--- src/hdl/sha1d_pkg.sv ---
// sha1d_pkg: shared types and constants for the sha1 digest block
// chaining initial values, round constants and the sequencer state type
// no dependencies
`timescale 1ns / 1ps
`default_nettype none

package sha1d_pkg;

    localparam logic [31:0] H0_INIT = 32'h6745_2301;
    localparam logic [31:0] H1_INIT = 32'hEFCD_AB89;
    localparam logic [31:0] H2_INIT = 32'h98BA_DCFE;
    localparam logic [31:0] H3_INIT = 32'h1032_5476;
    localparam logic [31:0] H4_INIT = 32'hC3D2_E1F0;

    localparam logic [31:0] K_00_19 = 32'h5A82_7999;
    localparam logic [31:0] K_20_39 = 32'h6ED9_EBA1;
    localparam logic [31:0] K_40_59 = 32'h8F1B_BCDC;
    localparam logic [31:0] K_60_79 = 32'hCA62_C1D6;

    localparam logic [7:0] PAD_MARK = 8'h80;

    localparam logic [6:0] LAST_ROUND = 7'd79;
    localparam logic [5:0] LAST_BYTE  = 6'd63;
    localparam logic [5:0] LEN_START  = 6'd56;
    localparam logic [2:0] LAST_WORD  = 3'd4;

    typedef enum logic [4:0] {
        ST_IDLE  = 5'b00001,
        ST_PAD   = 5'b00010,
        ST_ROUND = 5'b00100,
        ST_ADD   = 5'b01000,
        ST_OUT   = 5'b10000
    } t_state;

    function automatic logic [31:0] rotl1(input logic [31:0] x);
        return {x[30:0], x[31]};
    endfunction

    function automatic logic [31:0] rotl5(input logic [31:0] x);
        return {x[26:0], x[31:27]};
    endfunction

    function automatic logic [31:0] rotl30(input logic [31:0] x);
        return {x[1:0], x[31:2]};
    endfunction

endpackage

`default_nettype wire

--- src/hdl/sha1_digest_top.sv ---
// sha1_digest_top: byte-serial sha-1 digest with a shared single-round unit
// the 512-bit block register doubles as the 16-word schedule window
// depends on sha1d_pkg
//
//   channel  | handshake          | payload
//   ---------+--------------------+------------------------------------------
//   input    | i_valid / o_stall  | i_data_byte, i_byte_valid, i_last
//   output   | o_valid / i_stall  | o_digest_word, o_word_index, o_final_word
//
// a request is taken while idle; every 64th byte starts a compression (the rounds
// through the one round unit, then the chain add), during which input is stalled
// the finish shifts one padding byte per cycle into the block register, runs
// one or two compressions, then offers the five digest words one per cycle while i_stall is low
// o_stall is high whenever the sequencer is away from idle
// reset is synchronous, active low, and restores the initial chaining values
`timescale 1ns / 1ps
`default_nettype none

module sha1_digest_top (
    input  wire logic        i_clk,
    input  wire logic        i_rst_n,
    input  wire logic        i_valid,
    output logic             o_stall,
    input  wire logic [7:0]  i_data_byte,
    input  wire logic        i_byte_valid,
    input  wire logic        i_last,
    output logic             o_valid,
    input  wire logic        i_stall,
    output logic [31:0]      o_digest_word,
    output logic [2:0]       o_word_index,
    output logic             o_final_word
);
    import sha1d_pkg::*;

    t_state        r_state, n_state;
    logic [5:0]    r_fill, n_fill;
    logic [63:0]   r_len, n_len;
    logic [6:0]    r_round, n_round;
    logic [2:0]    r_widx, n_widx;
    logic          r_finish, n_finish;
    logic          r_pad_first, n_pad_first;
    logic          r_len_ok, n_len_ok;
    logic [31:0]   r_h0, r_h1, r_h2, r_h3, r_h4;
    logic [31:0]   n_h0, n_h1, n_h2, n_h3, n_h4;

    logic [511:0]  r_blk, n_blk;
    logic [31:0]   r_a, r_b, r_c, r_d, r_e;
    logic [31:0]   n_a, n_b, n_c, n_d, n_e;

    logic [31:0]   w_cur, w_new, f_val, k_val, t_val;
    logic          shift_en;
    logic [7:0]    shift_byte;
    logic          start_cmp;

    // round unit
    always_comb begin
        w_cur = r_blk[511:480];
        w_new = rotl1(r_blk[95:64] ^ r_blk[255:224] ^ r_blk[447:416] ^ r_blk[511:480]);
        if (r_round < 7'd20) begin
            f_val = (r_b & r_c) | (~r_b & r_d);
            k_val = K_00_19;
        end else if (r_round < 7'd40) begin
            f_val = r_b ^ r_c ^ r_d;
            k_val = K_20_39;
        end else if (r_round < 7'd60) begin
            f_val = (r_b & r_c) | (r_b & r_d) | (r_c & r_d);
            k_val = K_40_59;
        end else begin
            f_val = r_b ^ r_c ^ r_d;
            k_val = K_60_79;
        end
        t_val = rotl5(r_a) + f_val + r_e + k_val + w_cur;
    end

    // sequencer
    always_comb begin
        n_state     = r_state;
        n_fill      = r_fill;
        n_len       = r_len;
        n_round     = r_round;
        n_widx      = r_widx;
        n_finish    = r_finish;
        n_pad_first = r_pad_first;
        n_len_ok    = r_len_ok;
        n_h0 = r_h0; n_h1 = r_h1; n_h2 = r_h2; n_h3 = r_h3; n_h4 = r_h4;
        shift_en    = 1'b0;
        shift_byte  = 8'h00;
        start_cmp   = 1'b0;

        case (r_state)
            ST_IDLE: begin
                if (i_valid) begin
                    if (i_byte_valid) begin
                        shift_en   = 1'b1;
                        shift_byte = i_data_byte;
                        n_fill     = r_fill + 6'd1;
                        n_len      = r_len + 64'd8;
                    end
                    if (i_last) begin
                        n_finish    = 1'b1;
                        n_pad_first = 1'b1;
                    end
                    if (i_byte_valid && r_fill == LAST_BYTE) begin
                        start_cmp = 1'b1;
                        n_state   = ST_ROUND;
                    end else if (i_last) begin
                        n_state = ST_PAD;
                    end
                end
            end
            ST_PAD: begin
                shift_en = 1'b1;
                n_fill   = r_fill + 6'd1;
                if (r_pad_first) begin
                    shift_byte  = PAD_MARK;
                    n_pad_first = 1'b0;
                    n_len_ok    = (r_fill < LEN_START);
                end else if (r_len_ok && r_fill >= LEN_START) begin
                    shift_byte = r_len[63:56];
                    n_len      = {r_len[55:0], 8'h00};
                end
                if (r_fill == LAST_BYTE) begin
                    start_cmp = 1'b1;
                    n_state   = ST_ROUND;
                end
            end
            ST_ROUND: begin
                n_round = r_round + 7'd1;
                if (r_round == LAST_ROUND) begin
                    n_state = ST_ADD;
                end
            end
            ST_ADD: begin
                n_h0 = r_h0 + r_a;
                n_h1 = r_h1 + r_b;
                n_h2 = r_h2 + r_c;
                n_h3 = r_h3 + r_d;
                n_h4 = r_h4 + r_e;
                if (!r_finish) begin
                    n_state = ST_IDLE;
                end else if (r_pad_first) begin
                    n_state = ST_PAD;
                end else if (r_len_ok) begin
                    n_widx  = 3'd0;
                    n_state = ST_OUT;
                end else begin
                    // length goes into a second padding block
                    n_len_ok = 1'b1;
                    n_state  = ST_PAD;
                end
            end
            ST_OUT: begin
                if (!i_stall) begin
                    if (r_widx == LAST_WORD) begin
                        n_h0 = H0_INIT; n_h1 = H1_INIT; n_h2 = H2_INIT;
                        n_h3 = H3_INIT; n_h4 = H4_INIT;
                        n_fill      = 6'd0;
                        n_len       = 64'd0;
                        n_finish    = 1'b0;
                        n_pad_first = 1'b0;
                        n_len_ok    = 1'b0;
                        n_state     = ST_IDLE;
                    end else begin
                        n_widx = r_widx + 3'd1;
                    end
                end
            end
            default: begin
                n_state = ST_IDLE;
            end
        endcase

        if (start_cmp) begin
            n_round = 7'd0;
        end
    end

    // datapath next values
    always_comb begin
        n_blk = r_blk;
        n_a = r_a; n_b = r_b; n_c = r_c; n_d = r_d; n_e = r_e;
        if (shift_en) begin
            n_blk = {r_blk[503:0], shift_byte};
        end else if (r_state == ST_ROUND) begin
            n_blk = {r_blk[479:0], w_new};
        end
        if (start_cmp) begin
            n_a = r_h0; n_b = r_h1; n_c = r_h2; n_d = r_h3; n_e = r_h4;
        end else if (r_state == ST_ROUND) begin
            n_e = r_d;
            n_d = r_c;
            n_c = rotl30(r_b);
            n_b = r_a;
            n_a = t_val;
        end
    end

    always_ff @(posedge i_clk) begin
        if (!i_rst_n) begin
            r_state     <= ST_IDLE;
            r_fill      <= 6'd0;
            r_len       <= 64'd0;
            r_round     <= 7'd0;
            r_widx      <= 3'd0;
            r_finish    <= 1'b0;
            r_pad_first <= 1'b0;
            r_len_ok    <= 1'b0;
            r_h0        <= H0_INIT;
            r_h1        <= H1_INIT;
            r_h2        <= H2_INIT;
            r_h3        <= H3_INIT;
            r_h4        <= H4_INIT;
        end else begin
            r_state     <= n_state;
            r_fill      <= n_fill;
            r_len       <= n_len;
            r_round     <= n_round;
            r_widx      <= n_widx;
            r_finish    <= n_finish;
            r_pad_first <= n_pad_first;
            r_len_ok    <= n_len_ok;
            r_h0        <= n_h0;
            r_h1        <= n_h1;
            r_h2        <= n_h2;
            r_h3        <= n_h3;
            r_h4        <= n_h4;
        end
    end

    always_ff @(posedge i_clk) begin
        r_blk <= n_blk;
        r_a   <= n_a;
        r_b   <= n_b;
        r_c   <= n_c;
        r_d   <= n_d;
        r_e   <= n_e;
    end

    assign o_stall = (r_state != ST_IDLE);
    assign o_valid = (r_state == ST_OUT);

    always_comb begin
        case (r_widx)
            3'd0:    o_digest_word = r_h0;
            3'd1:    o_digest_word = r_h1;
            3'd2:    o_digest_word = r_h2;
            3'd3:    o_digest_word = r_h3;
            default: o_digest_word = r_h4;
        endcase
    end

    assign o_word_index = r_widx;
    assign o_final_word = (r_widx == LAST_WORD);

endmodule

`default_nettype wire
--- config.mk ---
export PLATFORM = sky130hd
export DESIGN_NAME = sha1_digest_top
export DESIGN_NICKNAME = d
export VERILOG_FILES = /design/src/hdl/sha1d_pkg.sv /design/src/hdl/sha1_digest_top.sv
export SDC_FILE = /design/constraint.sdc
export NUM_CORES = 2
export LEC_CHECK = 0
export BUFFER_PORTS_ARGS = -buffer_cell sky130_fd_sc_hd__buf_2
export CORE_UTILIZATION = 30
export DETAILED_ROUTE_END_ITERATION = 12
export MAX_ROUTING_LAYER = met4
export SYNTH_ARGS = -nofsm -noshare
export SYNTH_HDL_FRONTEND = slang
export SYNTH_SLANG_ARGS = --single-unit
--- constraint.sdc ---
create_clock -name i_clk -period 14.1 [get_ports i_clk]
set_clock_uncertainty 0.1 [all_clocks]
set_input_delay 2.115 -clock i_clk [delete_from_list [all_inputs] [get_ports i_clk]]
set_output_delay 2.115 -clock i_clk [all_outputs]
set_load 0.01 [all_outputs]
==> results by group <==
Die
  • Cell Rows: 154
  • Die H: 423 um
  • Die width: roughly 420 um
  • Core outline area: ~180,000 um^2
  • Initial core utilization: 0.302
  • I/O Pins: 52
  • Die area: ~180,000 um^2

Drt
  • Final WL: around 150,000 um
  • Via count: 41,900
  • TritonRoute pass-1 iters: 6
  • WL/cell: 18.6 um
  • Vias/cell: approximately 5
  • Drt first-iter violations: 3,834
  • DRC viols: 0
  • Post-DRT Antenna Nets: 0

Critical path
  • Worst r2r path cells: 22
  • Worst path top cell family by delay: compound AO/OA/AOI/OAI gates
  • Worst path bufs/invs: 4
  • Startpoint types: flip-flop
  • Crit Path Category: reg -> reg
  • CP arrival: between 8 and 9 ns
  • Critical Path RT: roughly 14 ns
  • Slowest cell on crit path: inv_1
  • CP most frequent cell: a21oi_1
  • CP Capture Type: flip-flop
  • Crit-path cells: a41oi_1 -> nand2_1 -> inv_1 -> nor2_2 -> buf_4 -> a221o_1 -> fa_1 -> inv_1 -> fa_1 -> inv_1 -> ha_1 -> a21o_1 -> a21oi_1 -> nor2_1 -> a21oi_1 -> a31oi_1 -> o41ai_1 -> a21oi_1 -> a2111oi_2 -> a21oi_1 -> xnor2_1 -> o21ai_1
  • Slowest stage delay, CP: 1.05 ns
  • Crit path max fanout: 21
  • Startpoint of the worst-slack reg-to-reg timing path: r_round[4]$_SDFFE_PP0P_
  • Worst R2R End: r_a[30]$_DFFE_PP_
  • Reg-to-reg slack, setup: approximately 6.0 ns

Final layout
  • Layout cell share with drive strength beyond 1: 0.0549
  • Post-layout instance area: 59,200 um^2
  • Layout area overhead: 11.2%
  • NumNets Final: between 6,000 and 7,000

Place
  • IO Port Bufs: 51
  • Final HPWL from detailed placement: about 110,000 um
  • Dpl ws: around 5.8 ns
  • Gp weighted congestion: around 0.93
  • Placed Area: ~56,000 um^2

Logic synthesis
  • Synthesized area: ~53,000 um^2
  • Sequential area share after synthesis: 0.471
  • Syn Area/Cell: approximately 9.0 um^2
  • Synth Net Count: slightly above 6,000
  • Synth top area share: 0.379
  • Post-synth ARST share: 0
  • Top FF cell, synth: edfxtp_1
  • Cell variety after synth: 93
  • Synth Warn #: 0
  • #FFs+latches synth: slightly above 900
  • Largest area contributor in the netlist: edfxtp_1
  • Synth top area cells: edfxtp_1 38%, nand2_1 14%, dfxtp_1 9.2%, ha_1 4.7%, fa_1 4.7%
  • Cells after Synth: ~5,900
  • EDFF count, synth: 672

Power
  • VDD IR max: ~98 uV
  • Leakage Power: approximately 0.024 uW
  • Sw Share: 0.288
  • Seq pwr share: 0.459
  • Pint: around 5400 uW
  • Pwr per Cell Area: 128 nW/um^2
  • Clock network power share: 0.370
  • Power share of the combinational group: 0.171
  • Sw Pwr: ~2200 uW
  • Final Power: between 7000 and 8000 uW

STA
  • Slew HR: 0.250
  • Period utilization: 0.573
  • Hold violation total from the final report: 0
  • Final WS setup: roughly 6 ns
  • RSZ-0062 raised after global routing: false
  • Endpoints failing setup: 0
  • Min cycle time layout: roughly 8.1 ns
  • Minimum hold slack: 0.382 ns
  • Setup TNS: 0 ns
  • Max Fclk: 0.124 GHz
  • Worst-Margin Slew: around 1.1 ns
  • Max Slew Vio Count: 0

Global route
  • Total congestion overflow: 0
  • Vias in the first global route: 40,600
  • Largest net degree at the start of global routing: between 200 and 250
  • Antenna violations before repair: 5
  • GR Util All Layers: 0.173
  • First-pass GRT wire length: between 200,000 and 250,000 um

CTS
  • # resized after CTS: 0
  • Post-CTS Setup Bufs: 0
  • Clock edge transition at the registers on the reported setup and hold paths: ~0.060 ns
  • Worst-Skew Late Latency: between 0.7 and 0.8 ns
  • Clk root buf: clkbuf_16
  • Bufs on Longest Clock Path: 3
  • CTS tree: done
  • Hold-fix buffers at CTS: 0
  • Clock sink count: ~920
  • Num CTS Buffers: 106
  • H-tree depth: 3

Hold path
  • Worst Hold Path EP: r_round[1]$_SDFFE_PP0P_
  • HP Class: reg -> reg
  • Worst Hold Depth: 2
  • HP Start: r_round[1]$_SDFFE_PP0P_

Outcome
  • Status: completed

Run
  • Max-Cap Viols: 0
[how the worst max path moves through the flow]
stage | start | end | slack (ns) | cells after the start
final | r_round[4]$_SDFFE_PP0P_ | r_a[30]$_DFFE_PP_ | 6.02 | 22
after global routing | r_round[4]$_SDFFE_PP0P_ | r_a[30]$_DFFE_PP_ | 5.49 | 22
after CTS | r_round[4]$_SDFFE_PP0P_ | r_a[30]$_DFFE_PP_ | 5.82 | 22
after detailed placement | r_round[4]$_SDFFE_PP0P_ | r_a[30]$_DFFE_PP_ | 5.84 | 22
after global placement | r_round[4]$_SDFFE_PP0P_ | r_a[30]$_DFFE_PP_ | 6.02 | 22
after floorplan | i_valid | r_blk[0]$_DFFE_PP_ | 3.93 | 6
[cell type report]
cell class                      count  area, um^2
Inverter                          256         961
Sequential cell                   917       25100
Clock inverter                     50         505
Multi-Input combinational cell   4435       26100
Clock buffer                      149        2990
Antenna cell                        3        7.51
Tap cell                         2340        2930
Fill cell                       18100      117000
Timing Repair Buffer               96         621
[cells by family (layout without fill, tap and decap cells)]
group	count (synthesis)	count (layout)	synth area share
AOI/OAI and AO/OA	1091	1091	0.131
xor gates and xnor gates	281	281	0.0462
adders and majority gates	327	327	0.0945
buffers and inverters	541	551	0.0400
DFF	917	917	0.471
muxes	35	35	0.00684
other	0	3	0
and+or+nand+nor	2701	2701	0.210
[metal layers]
metal | routed length [um] | share of wire | track usage | vias to the layer above
li1 | - | - | - | 20000
met1 | 67500 | 0.44 | 0.228 | 20300
met2 | 70200 | 0.46 | 0.270 | 1343
met3 | 10700 | 0.070 | 0.0286 | 230
met4 | 4560 | 0.030 | 0.0540 | 0
met5 | 0 | 0 | - | -
[flip-flops by register name (all words and copies together) (netlist names)]
register	cells
r_finish	1
r_round	7
r_h1	32
r_pad_first	1
r_e	32
r_d	32
r_h3	32
r_state	5
r_h2	32
r_fill	6
r_h0	32
r_a	32
o_word_index	3
r_blk	512
r_c	32
r_len_ok	1
r_len	61
r_h4	32
r_b	32
[tightest hold or removal path, delay by kind of cell (launching register included)]
kind               cells  cell delay, ns
AOI/OAI and AO/OA      1            0.05
DFF                    1            0.32
and+or+nand+nor        1            0.06
[metrics by stage]
| step | std cells | utilization |
|---|---|---|
| 2_1_floorplan | 5893 | - |
| 3_3_place_gp | 8044 | 0.316 |
| 3_5_place_dp | 8044 | 0.316 |
| 4_1_cts | 8243 | 0.336 |
| 5_1_grt | 8246 | 0.336 |
| 6_report | 8246 | 0.336 |
[synth_stat cells (20+ instances only)]
library cell,number
edfxtp_1,672
a21o_1,104
o21bai_1,20
nand2b_1,30
nor2b_1,87
o21ai_1,47
nand2_1,2012
and2_1,48
mux2i_1,24
a22oi_1,125
o22ai_1,75
nand4_1,23
dfxtp_1,245
inv_1,252
nor2_1,277
and3_1,36
o21a_1,32
fa_1,125
o21ai_0,231
nor3_1,40
nand3_1,66
xor2_1,82
a31oi_1,68
buf_2,73
ha_1,202
clkbuf_1,200
a21oi_1,234
xnor2_1,199
[power by group through the flow]
stage / clock network [uW] / registers, uW / logic (uW)
final: 2800 / 3480 / 1300
after floorplan: 0 / 3530 / 1020
after CTS: 2870 / 3480 / 1310
after detailed placement: 0 / 3530 / 1310
after global placement: 0 / 3530 / 1290
after global routing: 2970 / 3510 / 1490
[layout by cell type (no fill, tap or decap), types with 32 or more instances in the layout]
master | Yosys | routed
dfxtp_1 | 245 | 245
nor2_1 | 277 | 273
buf_4 | 0 | 44
and3_1 | 36 | 34
a31oi_1 | 68 | 68
xnor2_1 | 199 | 199
nor2b_1 | 87 | 84
a21o_1 | 104 | 104
buf_2 | 73 | 50
nor3_1 | 40 | 40
a21oi_1 | 234 | 234
o21ai_1 | 47 | 47
and2_1 | 48 | 48
edfxtp_1 | 672 | 672
clkbuf_16 | 0 | 109
nand3_1 | 66 | 65
nand2_1 | 2012 | 2008
o22ai_1 | 75 | 75
fa_1 | 125 | 125
o21a_1 | 32 | 32
o21ai_0 | 231 | 231
ha_1 | 202 | 202
inv_1 | 252 | 252
a22oi_1 | 125 | 124
xor2_1 | 82 | 82
Power figures use the tool's default switching activity.
